===== config.mk =====
export PLATFORM = sky130hd
export DESIGN_NAME = facility_lock_priority_wait
export DESIGN_NICKNAME = d
export VERILOG_FILES = /design/src/flpw_pkg.sv /design/src/facility_lock_priority_wait.sv /design/src/flpw_queue.sv /design/src/flpw_stats.sv
export SDC_FILE = /design/constraint.sdc
export NUM_CORES = 2
export LEC_CHECK = 0
export CAP_MARGIN = 20
export CORE_ASPECT_RATIO = 1.75
export CORE_MARGIN = 4
export CORE_UTILIZATION = 40
export CTS_BUF_LIST = sky130_fd_sc_hd__clkbuf_8
export DETAILED_ROUTE_END_ITERATION = 8
export DONT_BUFFER_PORTS = 1
export HOLD_SLACK_MARGIN = 0.05
export SETUP_SLACK_MARGIN = 0.4
export SYNTH_ARGS = -nofsm -noshare
export SYNTH_HDL_FRONTEND = slang
export SYNTH_SLANG_ARGS = --single-unit
export TNS_END_PERCENT = 10

===== constraint.sdc =====
create_clock -name clk -period 11.36 [get_ports clk]
set_input_delay 2.272 -clock clk [delete_from_list [all_inputs] [get_ports clk]]
set_output_delay 2.272 -clock clk [all_outputs]
set_load 0.02 [all_outputs]

===== src/flpw_pkg.sv =====
`timescale 1ns / 1ps
`default_nettype none

package flpw_pkg;

  // Default sizing
  localparam int QUEUE_DEPTH_DEF = 16;
  localparam int ID_BITS_DEF     = 8;
  localparam int TIME_BITS_DEF   = 32;

  // Fixed port widths
  localparam int ID_PORT_W   = 8;
  localparam int TAG_W       = 8;
  localparam int PRIO_W      = 8;
  localparam int TIME_PORT_W = 32;
  localparam int STAT_W      = 32;

  typedef enum logic [1:0] {
    ERR_OK        = 2'd0,
    ERR_IDLE      = 2'd1,
    ERR_NOT_OWNER = 2'd2,
    ERR_FULL      = 2'd3
  } err_t;

  typedef struct packed {
    logic push;
    logic pop;
  } queue_cmd_t;

  typedef struct packed {
    logic count_req;
    logic count_svc;
    logic add_busy;
  } stats_cmd_t;

endpackage

`default_nettype wire


===== src/facility_lock_priority_wait.sv =====
`timescale 1ns / 1ps
`default_nettype none

// Single-owner lock with a priority wait queue.
//
// Input channel (in_*): one item per seize or release. A seize takes the lock
// at once when it is free, otherwise it waits in a sorted queue of
// QUEUE_DEPTH entries (lowest priority number first, ties by arrival). A
// release by the owner books the held time and hands the lock to the queue
// head, if any. Bad releases and seizes into a full queue report an error.
// Result channel (out_*): exactly one item per input item, in order, carrying
// the grant (if any), the error code and the running statistics.
//
// Path: the item is held in the input register, then one decision pass writes
// the result register. Throughput: one item per cycle while the receiver does
// not stall, set by the single decision pass over the register queue, whose
// compares for all entries run in parallel.
// Reset (rst_n low, synchronous) frees the lock, empties the queue and clears
// all counters; queue entries themselves are not cleared.
// When the receiver stalls, hold the result; one further item can still be
// taken into the input register, after which in_stall rises.
module facility_lock_priority_wait #(
  parameter int QUEUE_DEPTH = flpw_pkg::QUEUE_DEPTH_DEF,
  parameter int ID_BITS     = flpw_pkg::ID_BITS_DEF,
  parameter int TIME_BITS   = flpw_pkg::TIME_BITS_DEF,
  localparam int CW         = $clog2(QUEUE_DEPTH + 1)
) (
  input  wire logic                             clk,
  input  wire logic                             rst_n,
  // input channel
  input  wire logic                             in_valid,
  output      logic                             in_stall,
  input  wire logic                             in_op,
  input  wire logic [flpw_pkg::ID_PORT_W-1:0]   in_requester,
  input  wire logic [flpw_pkg::TAG_W-1:0]       in_resume_tag,
  input  wire logic [flpw_pkg::PRIO_W-1:0]      in_priority_req,
  input  wire logic [flpw_pkg::TIME_PORT_W-1:0] in_now,
  // result channel
  output      logic                             out_valid,
  input  wire logic                             out_stall,
  output      logic                             out_granted,
  output      logic [flpw_pkg::ID_PORT_W-1:0]   out_grant_requester,
  output      logic [flpw_pkg::TAG_W-1:0]       out_grant_tag,
  output      logic [flpw_pkg::TIME_PORT_W-1:0] out_grant_wait,
  output      logic [1:0]                       out_error,
  output      logic                             out_busy_res,
  output      logic [CW-1:0]                    out_waiting_count,
  output      logic [flpw_pkg::STAT_W-1:0]      out_total_requests,
  output      logic [flpw_pkg::STAT_W-1:0]      out_total_serviced,
  output      logic [flpw_pkg::STAT_W-1:0]      out_busy_time,
  output      logic [CW-1:0]                    out_max_waiting
);

  localparam int TAG_W  = flpw_pkg::TAG_W;
  localparam int PRIO_W = flpw_pkg::PRIO_W;
  localparam int IDP_W  = flpw_pkg::ID_PORT_W;
  localparam int TP_W   = flpw_pkg::TIME_PORT_W;
  localparam int SW     = flpw_pkg::STAT_W;

  // ---------------- input register ----------------
  logic                 s1_valid_r;
  logic                 s1_op_r;
  logic [ID_BITS-1:0]   s1_who_r;
  logic [TAG_W-1:0]     s1_tag_r;
  logic [PRIO_W-1:0]    s1_prio_r;
  logic [TIME_BITS-1:0] s1_now_r;

  logic in_take;
  logic go;   // the held item is decided this cycle

  assign go       = s1_valid_r && (!out_valid || !out_stall);
  assign in_stall = s1_valid_r && !go;
  assign in_take  = in_valid && !in_stall;

  always_ff @(posedge clk) begin
    if (!rst_n) begin
      s1_valid_r <= 1'b0;
    end else if (in_take) begin
      s1_valid_r <= 1'b1;
    end else if (go) begin
      s1_valid_r <= 1'b0;
    end
  end

  // Payload: truncate or widen to the internal id and time widths.
  always_ff @(posedge clk) begin
    if (in_take) begin
      s1_op_r   <= in_op;
      s1_who_r  <= ID_BITS'(in_requester);
      s1_tag_r  <= in_resume_tag;
      s1_prio_r <= in_priority_req;
      s1_now_r  <= TIME_BITS'(in_now);
    end
  end

  // ---------------- lock state ----------------
  logic                 held_r, held_nxt;
  logic [ID_BITS-1:0]   owner_r, owner_nxt;
  logic [TIME_BITS-1:0] hold_start_r, hold_start_nxt;
  logic [CW-1:0]        peak_r, peak_nxt;

  // ---------------- wait queue ----------------
  flpw_pkg::queue_cmd_t q_cmd;
  logic [ID_BITS-1:0]   q_head_who;
  logic [TAG_W-1:0]     q_head_tag;
  logic [TIME_BITS-1:0] q_head_arrived;
  logic [CW-1:0]        q_count;
  logic [CW-1:0]        q_count_after;
  logic                 q_full;

  flpw_queue #(
    .QUEUE_DEPTH (QUEUE_DEPTH),
    .ID_BITS     (ID_BITS),
    .TIME_BITS   (TIME_BITS)
  ) u_queue (
    .clk          (clk),
    .rst_n        (rst_n),
    .cmd          (q_cmd),
    .ins_who      (s1_who_r),
    .ins_tag      (s1_tag_r),
    .ins_prio     (s1_prio_r),
    .ins_arrived  (s1_now_r),
    .head_who     (q_head_who),
    .head_tag     (q_head_tag),
    .head_arrived (q_head_arrived),
    .count        (q_count)
  );

  assign q_full = (q_count == CW'(QUEUE_DEPTH));

  // ---------------- statistics ----------------
  flpw_pkg::stats_cmd_t st_cmd;
  logic [TIME_BITS-1:0] held_diff;
  logic [SW-1:0]        req_total_nxt;
  logic [SW-1:0]        svc_total_nxt;
  logic [TIME_BITS-1:0] busy_time_nxt;

  assign held_diff = s1_now_r - hold_start_r;

  flpw_stats #(
    .TIME_BITS (TIME_BITS)
  ) u_stats (
    .clk           (clk),
    .rst_n         (rst_n),
    .cmd           (st_cmd),
    .held_diff     (held_diff),
    .req_total_nxt (req_total_nxt),
    .svc_total_nxt (svc_total_nxt),
    .busy_time_nxt (busy_time_nxt)
  );

  // ---------------- decision pass ----------------
  logic                 grant;
  logic [ID_BITS-1:0]   grant_who;
  logic [TAG_W-1:0]     grant_tag;
  logic [TIME_BITS-1:0] grant_wait;
  flpw_pkg::err_t       err;

  always_comb begin
    held_nxt       = held_r;
    owner_nxt      = owner_r;
    hold_start_nxt = hold_start_r;
    grant          = 1'b0;
    grant_who      = '0;
    grant_tag      = '0;
    grant_wait     = '0;
    err            = flpw_pkg::ERR_OK;
    q_cmd          = '0;
    st_cmd         = '0;

    if (go) begin
      if (!s1_op_r) begin
        // seize: always counted, even when dropped
        st_cmd.count_req = 1'b1;
        if (!held_r) begin
          held_nxt       = 1'b1;
          owner_nxt      = s1_who_r;
          hold_start_nxt = s1_now_r;
          grant          = 1'b1;
          grant_who      = s1_who_r;
          grant_tag      = s1_tag_r;
        end else if (q_full) begin
          err = flpw_pkg::ERR_FULL;
        end else begin
          q_cmd.push = 1'b1;
        end
      end else begin
        if (!held_r) begin
          err = flpw_pkg::ERR_IDLE;
        end else if (s1_who_r != owner_r) begin
          err = flpw_pkg::ERR_NOT_OWNER;
        end else begin
          st_cmd.add_busy  = 1'b1;
          st_cmd.count_svc = 1'b1;
          if (q_count != '0) begin
            // hand over to the queue head
            q_cmd.pop      = 1'b1;
            owner_nxt      = q_head_who;
            hold_start_nxt = s1_now_r;
            grant          = 1'b1;
            grant_who      = q_head_who;
            grant_tag      = q_head_tag;
            grant_wait     = s1_now_r - q_head_arrived;
          end else begin
            held_nxt  = 1'b0;
            owner_nxt = '0;
          end
        end
      end
    end
  end

  always_comb begin
    q_count_after = q_count;
    if (q_cmd.pop) begin
      q_count_after = q_count - CW'(1);
    end else if (q_cmd.push) begin
      q_count_after = q_count + CW'(1);
    end
    peak_nxt = (q_count_after > peak_r) ? q_count_after : peak_r;
  end

  always_ff @(posedge clk) begin
    if (!rst_n) begin
      held_r       <= 1'b0;
      owner_r      <= '0;
      hold_start_r <= '0;
      peak_r       <= '0;
    end else begin
      held_r       <= held_nxt;
      owner_r      <= owner_nxt;
      hold_start_r <= hold_start_nxt;
      peak_r       <= peak_nxt;
    end
  end

  // ---------------- result register ----------------
  logic              out_valid_r;
  logic              out_granted_r;
  logic [IDP_W-1:0]  out_grant_requester_r;
  logic [TAG_W-1:0]  out_grant_tag_r;
  logic [TP_W-1:0]   out_grant_wait_r;
  logic [1:0]        out_error_r;
  logic              out_busy_res_r;
  logic [CW-1:0]     out_waiting_count_r;
  logic [SW-1:0]     out_total_requests_r;
  logic [SW-1:0]     out_total_serviced_r;
  logic [SW-1:0]     out_busy_time_r;
  logic [CW-1:0]     out_max_waiting_r;

  always_ff @(posedge clk) begin
    if (!rst_n) begin
      out_valid_r <= 1'b0;
    end else if (go) begin
      out_valid_r <= 1'b1;
    end else if (!out_stall) begin
      out_valid_r <= 1'b0;
    end
  end

  always_ff @(posedge clk) begin
    if (go) begin
      out_granted_r         <= grant;
      out_grant_requester_r <= IDP_W'(grant_who);
      out_grant_tag_r       <= grant_tag;
      out_grant_wait_r      <= TP_W'(grant_wait);
      out_error_r           <= err;
      out_busy_res_r        <= held_nxt;
      out_waiting_count_r   <= q_count_after;
      out_total_requests_r  <= req_total_nxt;
      out_total_serviced_r  <= svc_total_nxt;
      out_busy_time_r       <= SW'(busy_time_nxt);
      out_max_waiting_r     <= peak_nxt;
    end
  end

  assign out_valid           = out_valid_r;
  assign out_granted         = out_granted_r;
  assign out_grant_requester = out_grant_requester_r;
  assign out_grant_tag       = out_grant_tag_r;
  assign out_grant_wait      = out_grant_wait_r;
  assign out_error           = out_error_r;
  assign out_busy_res        = out_busy_res_r;
  assign out_waiting_count   = out_waiting_count_r;
  assign out_total_requests  = out_total_requests_r;
  assign out_total_serviced  = out_total_serviced_r;
  assign out_busy_time       = out_busy_time_r;
  assign out_max_waiting     = out_max_waiting_r;

endmodule

`default_nettype wire


===== src/flpw_queue.sv =====
`timescale 1ns / 1ps
`default_nettype none

// Sorted register queue: lowest priority number at entry 0, ties in arrival order.
module flpw_queue #(
  parameter int QUEUE_DEPTH = flpw_pkg::QUEUE_DEPTH_DEF,
  parameter int ID_BITS     = flpw_pkg::ID_BITS_DEF,
  parameter int TIME_BITS   = flpw_pkg::TIME_BITS_DEF,
  localparam int CW         = $clog2(QUEUE_DEPTH + 1)
) (
  input  wire logic                       clk,
  input  wire logic                       rst_n,
  input  wire flpw_pkg::queue_cmd_t       cmd,
  input  wire logic [ID_BITS-1:0]         ins_who,
  input  wire logic [flpw_pkg::TAG_W-1:0] ins_tag,
  input  wire logic [flpw_pkg::PRIO_W-1:0] ins_prio,
  input  wire logic [TIME_BITS-1:0]       ins_arrived,
  output      logic [ID_BITS-1:0]         head_who,
  output      logic [flpw_pkg::TAG_W-1:0] head_tag,
  output      logic [TIME_BITS-1:0]       head_arrived,
  output      logic [CW-1:0]              count
);

  logic [ID_BITS-1:0]          who_r     [QUEUE_DEPTH];
  logic [flpw_pkg::TAG_W-1:0]  tag_r     [QUEUE_DEPTH];
  logic [flpw_pkg::PRIO_W-1:0] prio_r    [QUEUE_DEPTH];
  logic [TIME_BITS-1:0]        arrived_r [QUEUE_DEPTH];
  logic [CW-1:0]               count_r;
  logic [CW-1:0]               count_nxt;

  // le[i]: entry i is live and goes before the new request
  logic [QUEUE_DEPTH-1:0] le;
  logic [QUEUE_DEPTH:0]   le_ext;

  always_comb begin
    for (int i = 0; i < QUEUE_DEPTH; i++) begin
      le[i] = (CW'(i) < count_r) && (prio_r[i] <= ins_prio);
    end
    le_ext = {le, 1'b1};
  end

  genvar g;
  generate
    for (g = 0; g < QUEUE_DEPTH; g++) begin : g_slot
      localparam int UP = (g < QUEUE_DEPTH - 1) ? g + 1 : g;
      localparam int DN = (g > 0) ? g - 1 : g;

      always_ff @(posedge clk) begin
        if (cmd.pop) begin
          who_r[g]     <= who_r[UP];
          tag_r[g]     <= tag_r[UP];
          prio_r[g]    <= prio_r[UP];
          arrived_r[g] <= arrived_r[UP];
        end else if (cmd.push && !le[g]) begin
          if (le_ext[g]) begin
            who_r[g]     <= ins_who;
            tag_r[g]     <= ins_tag;
            prio_r[g]    <= ins_prio;
            arrived_r[g] <= ins_arrived;
          end else begin
            who_r[g]     <= who_r[DN];
            tag_r[g]     <= tag_r[DN];
            prio_r[g]    <= prio_r[DN];
            arrived_r[g] <= arrived_r[DN];
          end
        end
      end
    end
  endgenerate

  always_comb begin
    count_nxt = count_r;
    if (cmd.pop) begin
      count_nxt = count_r - CW'(1);
    end else if (cmd.push) begin
      count_nxt = count_r + CW'(1);
    end
  end

  always_ff @(posedge clk) begin
    if (!rst_n) begin
      count_r <= '0;
    end else begin
      count_r <= count_nxt;
    end
  end

  assign head_who     = who_r[0];
  assign head_tag     = tag_r[0];
  assign head_arrived = arrived_r[0];
  assign count        = count_r;

endmodule

`default_nettype wire


===== src/flpw_stats.sv =====
`timescale 1ns / 1ps
`default_nettype none

// Saturating request, service and busy-time counters.
module flpw_stats #(
  parameter int TIME_BITS = flpw_pkg::TIME_BITS_DEF
) (
  input  wire logic                        clk,
  input  wire logic                        rst_n,
  input  wire flpw_pkg::stats_cmd_t        cmd,
  input  wire logic [TIME_BITS-1:0]        held_diff,
  output      logic [flpw_pkg::STAT_W-1:0] req_total_nxt,
  output      logic [flpw_pkg::STAT_W-1:0] svc_total_nxt,
  output      logic [TIME_BITS-1:0]        busy_time_nxt
);

  localparam int SW = flpw_pkg::STAT_W;

  logic [SW-1:0]        req_total_r;
  logic [SW-1:0]        svc_total_r;
  logic [TIME_BITS-1:0] busy_time_r;
  logic [TIME_BITS:0]   busy_sum;

  always_comb begin
    busy_sum      = {1'b0, busy_time_r} + {1'b0, held_diff};
    req_total_nxt = req_total_r;
    svc_total_nxt = svc_total_r;
    busy_time_nxt = busy_time_r;
    if (cmd.count_req && !(&req_total_r)) begin
      req_total_nxt = req_total_r + SW'(1);
    end
    if (cmd.count_svc && !(&svc_total_r)) begin
      svc_total_nxt = svc_total_r + SW'(1);
    end
    if (cmd.add_busy) begin
      busy_time_nxt = busy_sum[TIME_BITS] ? '1 : busy_sum[TIME_BITS-1:0];
    end
  end

  always_ff @(posedge clk) begin
    if (!rst_n) begin
      req_total_r <= '0;
      svc_total_r <= '0;
      busy_time_r <= '0;
    end else begin
      req_total_r <= req_total_nxt;
      svc_total_r <= svc_total_nxt;
      busy_time_r <= busy_time_nxt;
    end
  end

endmodule

`default_nettype wire


==> After elaboration in Yosys (flattened, before gate mapping) <==
Memories as Yosys holds them, arrays and structs flattened.
Cells that the tools add are included.
{ "word_totals": {"reg_bits": 364, "latchBits": 0, "mem_bits_rw": 896, "rom_bits": 0, "input_bits": 61, "output_inout_bits": 160, "wordCells": 574, "mem_count": 4} }
{ "op_classes": {"n_addsub": 7, "n_mul": 0, "div_mod_pow": 0, "magnitude_cmp": 33, "n_eq_ne": 7, "shift": 0, "muxes": 303, "bitwise_logic": 127, "n_reduce_logical": 67} }
{ "memory_table": {"columns": ["memory", "depth", "width", "read_ports", "rd_clocked_by_memory_dff", "write_ports", "line", "text"], "rows": [
  ["u_queue.arrived_r", 16, 32, 16, 0, 16, "flpw_queue.sv:27", "logic [TIME_BITS-1:0] arrived_r [QUEUE_DEPTH];"],
  ["u_queue.prio_r", 16, 8, 16, 0, 16, "flpw_queue.sv:26", "logic [flpw_pkg::PRIO_W-1:0] prio_r [QUEUE_DEPTH];"],
  ["u_queue.tag_r", 16, 8, 16, 0, 16, "flpw_queue.sv:25", "logic [flpw_pkg::TAG_W-1:0] tag_r [QUEUE_DEPTH];"],
  ["u_queue.who_r", 16, 8, 16, 0, 16, "flpw_queue.sv:24", "logic [ID_BITS-1:0] who_r [QUEUE_DEPTH];"]
]} }
{ "ops": {"columns": ["op", "count"], "rows": [
  ["$mux W32", 40],
  ["$mux W8", 107],
  ["$mux W1", 143],
  ["$le A8 B8 Y1", 16],
  ["$or A1 B1 Y1", 124],
  ["$add A32 B1 Y32 const B", 2],
  ["$reduce_and A32 Y1", 2],
  ["$sub A32 B32 Y32", 2],
  ["$lt A4 B5 Y1 const A", 8],
  ["$logic_and A1 B1 Y1", 37],
  ["$add A32 B32 Y33", 1],
  ["$logic_not A1 Y1", 22],
  ["$lt A3 B5 Y1 const A", 4],
  ["$mux W2", 9],
  ["$mux W5", 3],
  ["$lt A1 B5 Y1 const A", 2],
  ["$lt A2 B5 Y1 const A", 2],
  ["$ne A8 B8 Y1", 1],
  ["$ne A2 B1 Y1 const B", 3],
  ["$add A5 B1 Y5 const B", 1],
  ["$eq A5 B5 Y1 const B", 1],
  ["$gt A5 B5 Y1", 1],
  ["$reduce_and A5 Y1", 1],
  ["$reduce_bool A5 Y1", 1],
  ["other kinds (8)", 11]
]} }

==> Longest topological paths before layout <==
{ "logic_depth": {"ltp_word": 12, "mapped_depth": 24, "mapped_depth_nobuf": 23} }

==> By module <==
Synthesis repeated with hierarchy kept, for this count alone.
{ "hier_totals": {"cells_unflattened": 5829, "hier_area_um2": 67881.4} }
{ "by_module_without_submodules": {"columns": ["mod", "instances", "cells_per_inst", "area_each_um2", "seq_area_each_um2"], "rows": [
  ["flpw_queue", 1, 4111, 49520.0, 27005.9],
  ["facility_lock_priority_wait", 1, 999, 12395.6, 7417.1],
  ["flpw_stats", 1, 719, 5965.7, 1921.8]
]} }

==> Worst setup path after synthesis <==
Ideal clock, no wire load.
{ "synth_timing": {"path_type": "input -> register", "startpoint": "input port out_stall", "endpoint": "memory u_queue.arrived_r[9][0] (netlist name), enable pin", "setup_time_ps": 547, "arrival_time_ps": 8337, "required_time_ps": 10813, "slack_ps": 2476, "path_stages": 5, "path_buffers": 0, "cell_sequence": "nand2_1 -> nand2_1 -> inv_1 -> nand2_1 -> o21ai_0"} }
{ "synth_lines": {"columns": ["element", "line", "text"], "rows": [
  ["from (decl)", "facility_lock_priority_wait.sv:40", "input wire logic out_stall,"],
  ["to (decl)", "flpw_queue.sv:27", null]
]} }

==> Final worst setup path <==
{ "layout_timing": {"startpoint": "register s1_now_r[0]", "endpoint": "register u_stats.busy_time_r[22]"} }
{ "layout_between": {"elab_chain_len": 4} }
{ "layout_rtl": {"columns": ["element", "line", "text"], "rows": [
  ["from (decl)", "facility_lock_priority_wait.sv:66", "logic [TIME_BITS-1:0] s1_now_r;"],
  ["from (signal assigned)", "facility_lock_priority_wait.sv:92", "s1_now_r <= TIME_BITS'(in_now);"],
  ["$sub A32 B32 Y32", "facility_lock_priority_wait.sv:138", "assign held_diff = s1_now_r - hold_start_r;"],
  ["$add A32 B32 Y33", "flpw_stats.sv:25", "busy_sum = {1'b0, busy_time_r} + {1'b0, held_diff};"],
  ["$mux W32", "flpw_stats.sv:36", "busy_time_nxt = busy_sum[TIME_BITS] ? '1 : busy_sum[TIME_BITS-1:0];"],
  ["$mux W32", "flpw_stats.sv:35", "if (cmd.add_busy) begin"],
  ["named net busy_time_nxt[22]", "facility_lock_priority_wait.sv:136", "logic [TIME_BITS-1:0] busy_time_nxt;"],
  ["to (signal assigned)", "flpw_stats.sv:48", "busy_time_r <= busy_time_nxt;"],
  ["to (decl)", "flpw_stats.sv:21", "logic [TIME_BITS-1:0] busy_time_r;"]
]} }
The timed path passes the listed nets, and every way through them passes these cells.
A chain may end at the register's enable or synchronous reset.

==> run metrics <==
PnR Total Power=around 9.5 mW; Post-Syn Nets=6184; root buf cell=clkbuf_8; RSZ-0062 raised after global routing=no; clock network power share=between 30% and 40%; core box area=between 150000 and 200000 um2; sequential area share after synthesis=55.01%; Routability Congestion=between 0.8 and 0.9; CTS tree=done; Avg Cell Area, Syn=11.23 um2; Routed WL=around 200000 um; Starting DRT DRC Count=approximately 3.7k; Sink Count=~1.3k; crit path DAT=approximately 7600 ps; Simple-Gate Fraction of Synth Area=10.26%; largest family of logic cells by synthesized area=multiplexers; Post-Synth Adder-Cell Area=between 4 and 5%; Die H=between 500 and 600 um; CTS max path bufs=4; Worst-path clk slew=70 ps; Clk Latency, worst-skew pair=about 930 ps; ys async rst share=0%; largest net degree at the start of global routing=150; global route total overflow=0; DIE AREA=172000 um2; worst-path fanout max=16; status=completed; Syn-to-layout area delta=9.150%; Pint=approximately 7 mW; mux contribution to synthesized area=13.23%; Max rail drop VDD=about 0.094 mV; cts bufs inserted=roughly 200; hold buffer count at CTS=0; number of flops mapped to enable cells by yosys=roughly 1.1k; max-capacitance violation count=0; Compound-Gate Fraction of Synth Area=a little under an eighth; # DRC=0; met1 capacity usage during global routing=between 20% and 30%; synth warn=0; port buffer count=0; switch share=approximately 25%; # nets final=about 6.1k; number of global-route vias before repair=between 40k and 50k; worst slew pin tran=approximately 1200 ps; Setup crit end kind=flop; Initial Util=between 40% and 50%; sequential group share of total power=a little over half; row count=197; GRT Overall Usage=22.84%; Post-synth top flop=edfxtp_1; hpwl dp=131200 um; GR Util met2=a little over two fifths; Routed Antenna Nets=0; drt pass-1 iters=7; synthesized flop and latch total=approximately 1.3k; Setup CP Type=reg -> reg; vias per inst=between 5 and 6; met3 Track Usage GR=between 3 and 4%; share of post-route cells with drive strength above 1=11.02%; io pins=221; HP Class=reg -> reg; NetSw=roughly 2.3 mW; Post-CTS Setup Inserts=0; initial antenna violation count=33; Fin Setup TNS=0 ps; pwr dens=131.3 nW/um2; GRT Max-Usage Layer=met2; Syn Std Cell Area=66060 um2; Setup Skew=approximately 88 ps; Tmin final=6832 ps; Worst slew margin=21.33%; Synth cell types=78; fill count=between 15k and 20k; H-Tree Depth=4; Worst EP required=between 10000 and 15000 ps; first-pass GRT wire length=between 200000 and 300000 um; Leakage=approximately 26 nW; maximum clock frequency=approximately 150 MHz; Post-Synth XOR/XNOR Area=around 2.1%; Mapped Cells=~6k; Avg WL per Cell=between 20 and 25 um; Post-CTS Resized=0; total number of vias=between 40k and 50k; Setup crit start kind=flop; fin crit share=roughly 60%; final setup fails=0; Chip Width=315.2 um; fin. max-slew vios=0; Logic pwr share=5.9%; Final Hold Fails=0
-- path summary, 6_finish.rpt --
kind / from / end / slack, ps / cells past startpoint
setup / recovery: s1_now_r[0] / u_stats.busy_time_r[22] / 4530 / 19
hold / removal: u_queue.arrived_r[14][23] / u_queue.arrived_r[13][23] / 490 / 2
setup reg to reg: s1_now_r[0] / u_stats.busy_time_r[22] / 4530 / 19
hold reg to reg: u_queue.arrived_r[14][23] / u_queue.arrived_r[13][23] / 490 / 2
-- metrics by stage --
step           std cells  cell area [um2]  util [%]  hold WS, ps  setup slack [ps]
2_1_floorplan       5884            66060         -        472.4              2476
3_3_place_gp        7762            68380     41.59        496.4              4666
3_5_place_dp        7763            68390     41.60        504.2              4579
4_1_cts             8112            72070     43.84        491.8              4578
5_1_grt             8119            72090     43.85        511.4              4259
6_report            8127            72110     43.86        492.4              4528
-- cells in the mapped netlist, types with 5 or more instances --
library cell     n  area (um2)
o211ai_1         5       37.54
and2_1         110       688.2
mux2i_1        646        6466
a31oi_1         66       412.9
a22oi_1         14       105.1
buf_4           16       120.1
nand4_1         43       269.0
a211o_1          6       52.55
inv_1          124       465.5
clkbuf_2        13       65.06
or3_1            7       43.79
a2bb2oi_1       59       516.8
a22o_1          18       157.7
o21ai_1          6       30.03
clkbuf_1       317        1190
mux2_2         202        2275
nor3b_1          5       37.54
and4_1           7       61.31
nor2_1         284        1066
and3_1          27       168.9
nor4_1           7       43.79
a21oi_1        240        1201
o31ai_1          7       52.55
a21o_1          76       570.6
nand3b_1        12       90.09
nor3_1          44       220.2
nand2_1        828        3108
a211oi_1        16       120.1
nor2b_1         61       381.6
xnor2_1        108       945.9
o21ai_0        655        3278
o21bai_1        18       135.1
nand2b_1        26       162.7
buf_2           40       200.2
nand3_1         55       275.3
dfxtp_1        149        2983
xor2_1          45       394.1
o22a_1          16       140.1
o21a_1          44       330.3
ha_1           236        2953
a2111oi_0        5       43.79
buf_1           44       165.2
or2_2            5       31.28
o211a_1          8       80.08
edfxtp_1      1111       33360
-- logic make-up after synthesis --
logic type | count (synthesis)
buffers and inverters | 554
AND/OR/NAND/NOR | 1534
adder cells (fa/ha/maj) | 239
AO/OA/AOI/OAI | 1293
multiplexers | 848
XOR/XNOR | 156
flip-flops | 1260
-- power groups by stage --
| stage | clock network, mW | logic (mW) | registers (mW) |
|---|---|---|---|
| after CTS | 3.84 | 0.560 | 5.16 |
| after floorplan | 0 | 0.408 | 5.23 |
| after global routing | 4.04 | 0.613 | 5.17 |
| final | 3.75 | 0.558 | 5.16 |
| after detailed placement | 0 | 0.556 | 5.26 |
| after global placement | 0 | 0.548 | 5.26 |
-- worst max-delay path, stage by stage (launching register included) --
cell and delay, ps:
edfxtp_1 590, inv_1 220, ha_1 270, inv_1 90, fa_1 410, a21o_1 210, a221oi_1 690, a211oi_1 370
o311a_1 480, a31oi_1 400, o21bai_1 110, a21oi_1 190, xnor2_1 160, ha_1 320, a2111oi_0 810, o2bb2ai_1 110
a31oi_1 200, and2_0 710, a21oi_1 190, and2_1 220
-- metal layers --
layer / routed length [um] / up-vias
li1: - / 21220
met1: 71790 / 22920
met2: 107100 / 1655
met3: 12450 / 551
met4: 10880 / 26
met5: 168 / -
-- placed cells by master (no fill, tap or decap), types with 190 or more instances in the layout --
cell / Yosys / layout
edfxtp_1: 1111 / 1111
nand2_1: 828 / 814
o21ai_0: 655 / 652
mux2i_1: 646 / 646
nor2_1: 284 / 281
ha_1: 236 / 236
a21oi_1: 240 / 235
clkbuf_8: 0 / 216
mux2_2: 202 / 202
inv_1: 124 / 190
-- area by class of cell --
| type | count | area (um2) | share of cell area, % |
|---|---|---|---|
| multi-input cells | 4070 | 27930 | 38.73 |
| flip-flops and latches | 1260 | 36340 | 50.40 |
| repair buffers | 120 | 900.9 | 1.249 |
| well taps | 2189 | 2739 | 3.798 |
| diodes | 15 | 37.54 | 0.05205 |
| clock inverters | 133 | 710.7 | 0.9856 |
| inverters | 124 | 473.0 | 0.6559 |
| clock buffers | 216 | 2973 | 4.123 |
-- state kept, by name, indices dropped and copies added, names as in the netlist, 32 cells and up --
signal,flops
s1_now_r,32
hold_start_r,32
out_busy_time,32
out_grant_wait,32
u_stats.busy_time_r,32
out_total_serviced,32
out_total_requests,32
u_stats.req_total_r,32
u_queue.prio_r,128
u_stats.svc_total_r,32
u_queue.tag_r,128
u_queue.who_r,128
u_queue.arrived_r,512
No activity file was read; power rests on OpenSTA's default activity.
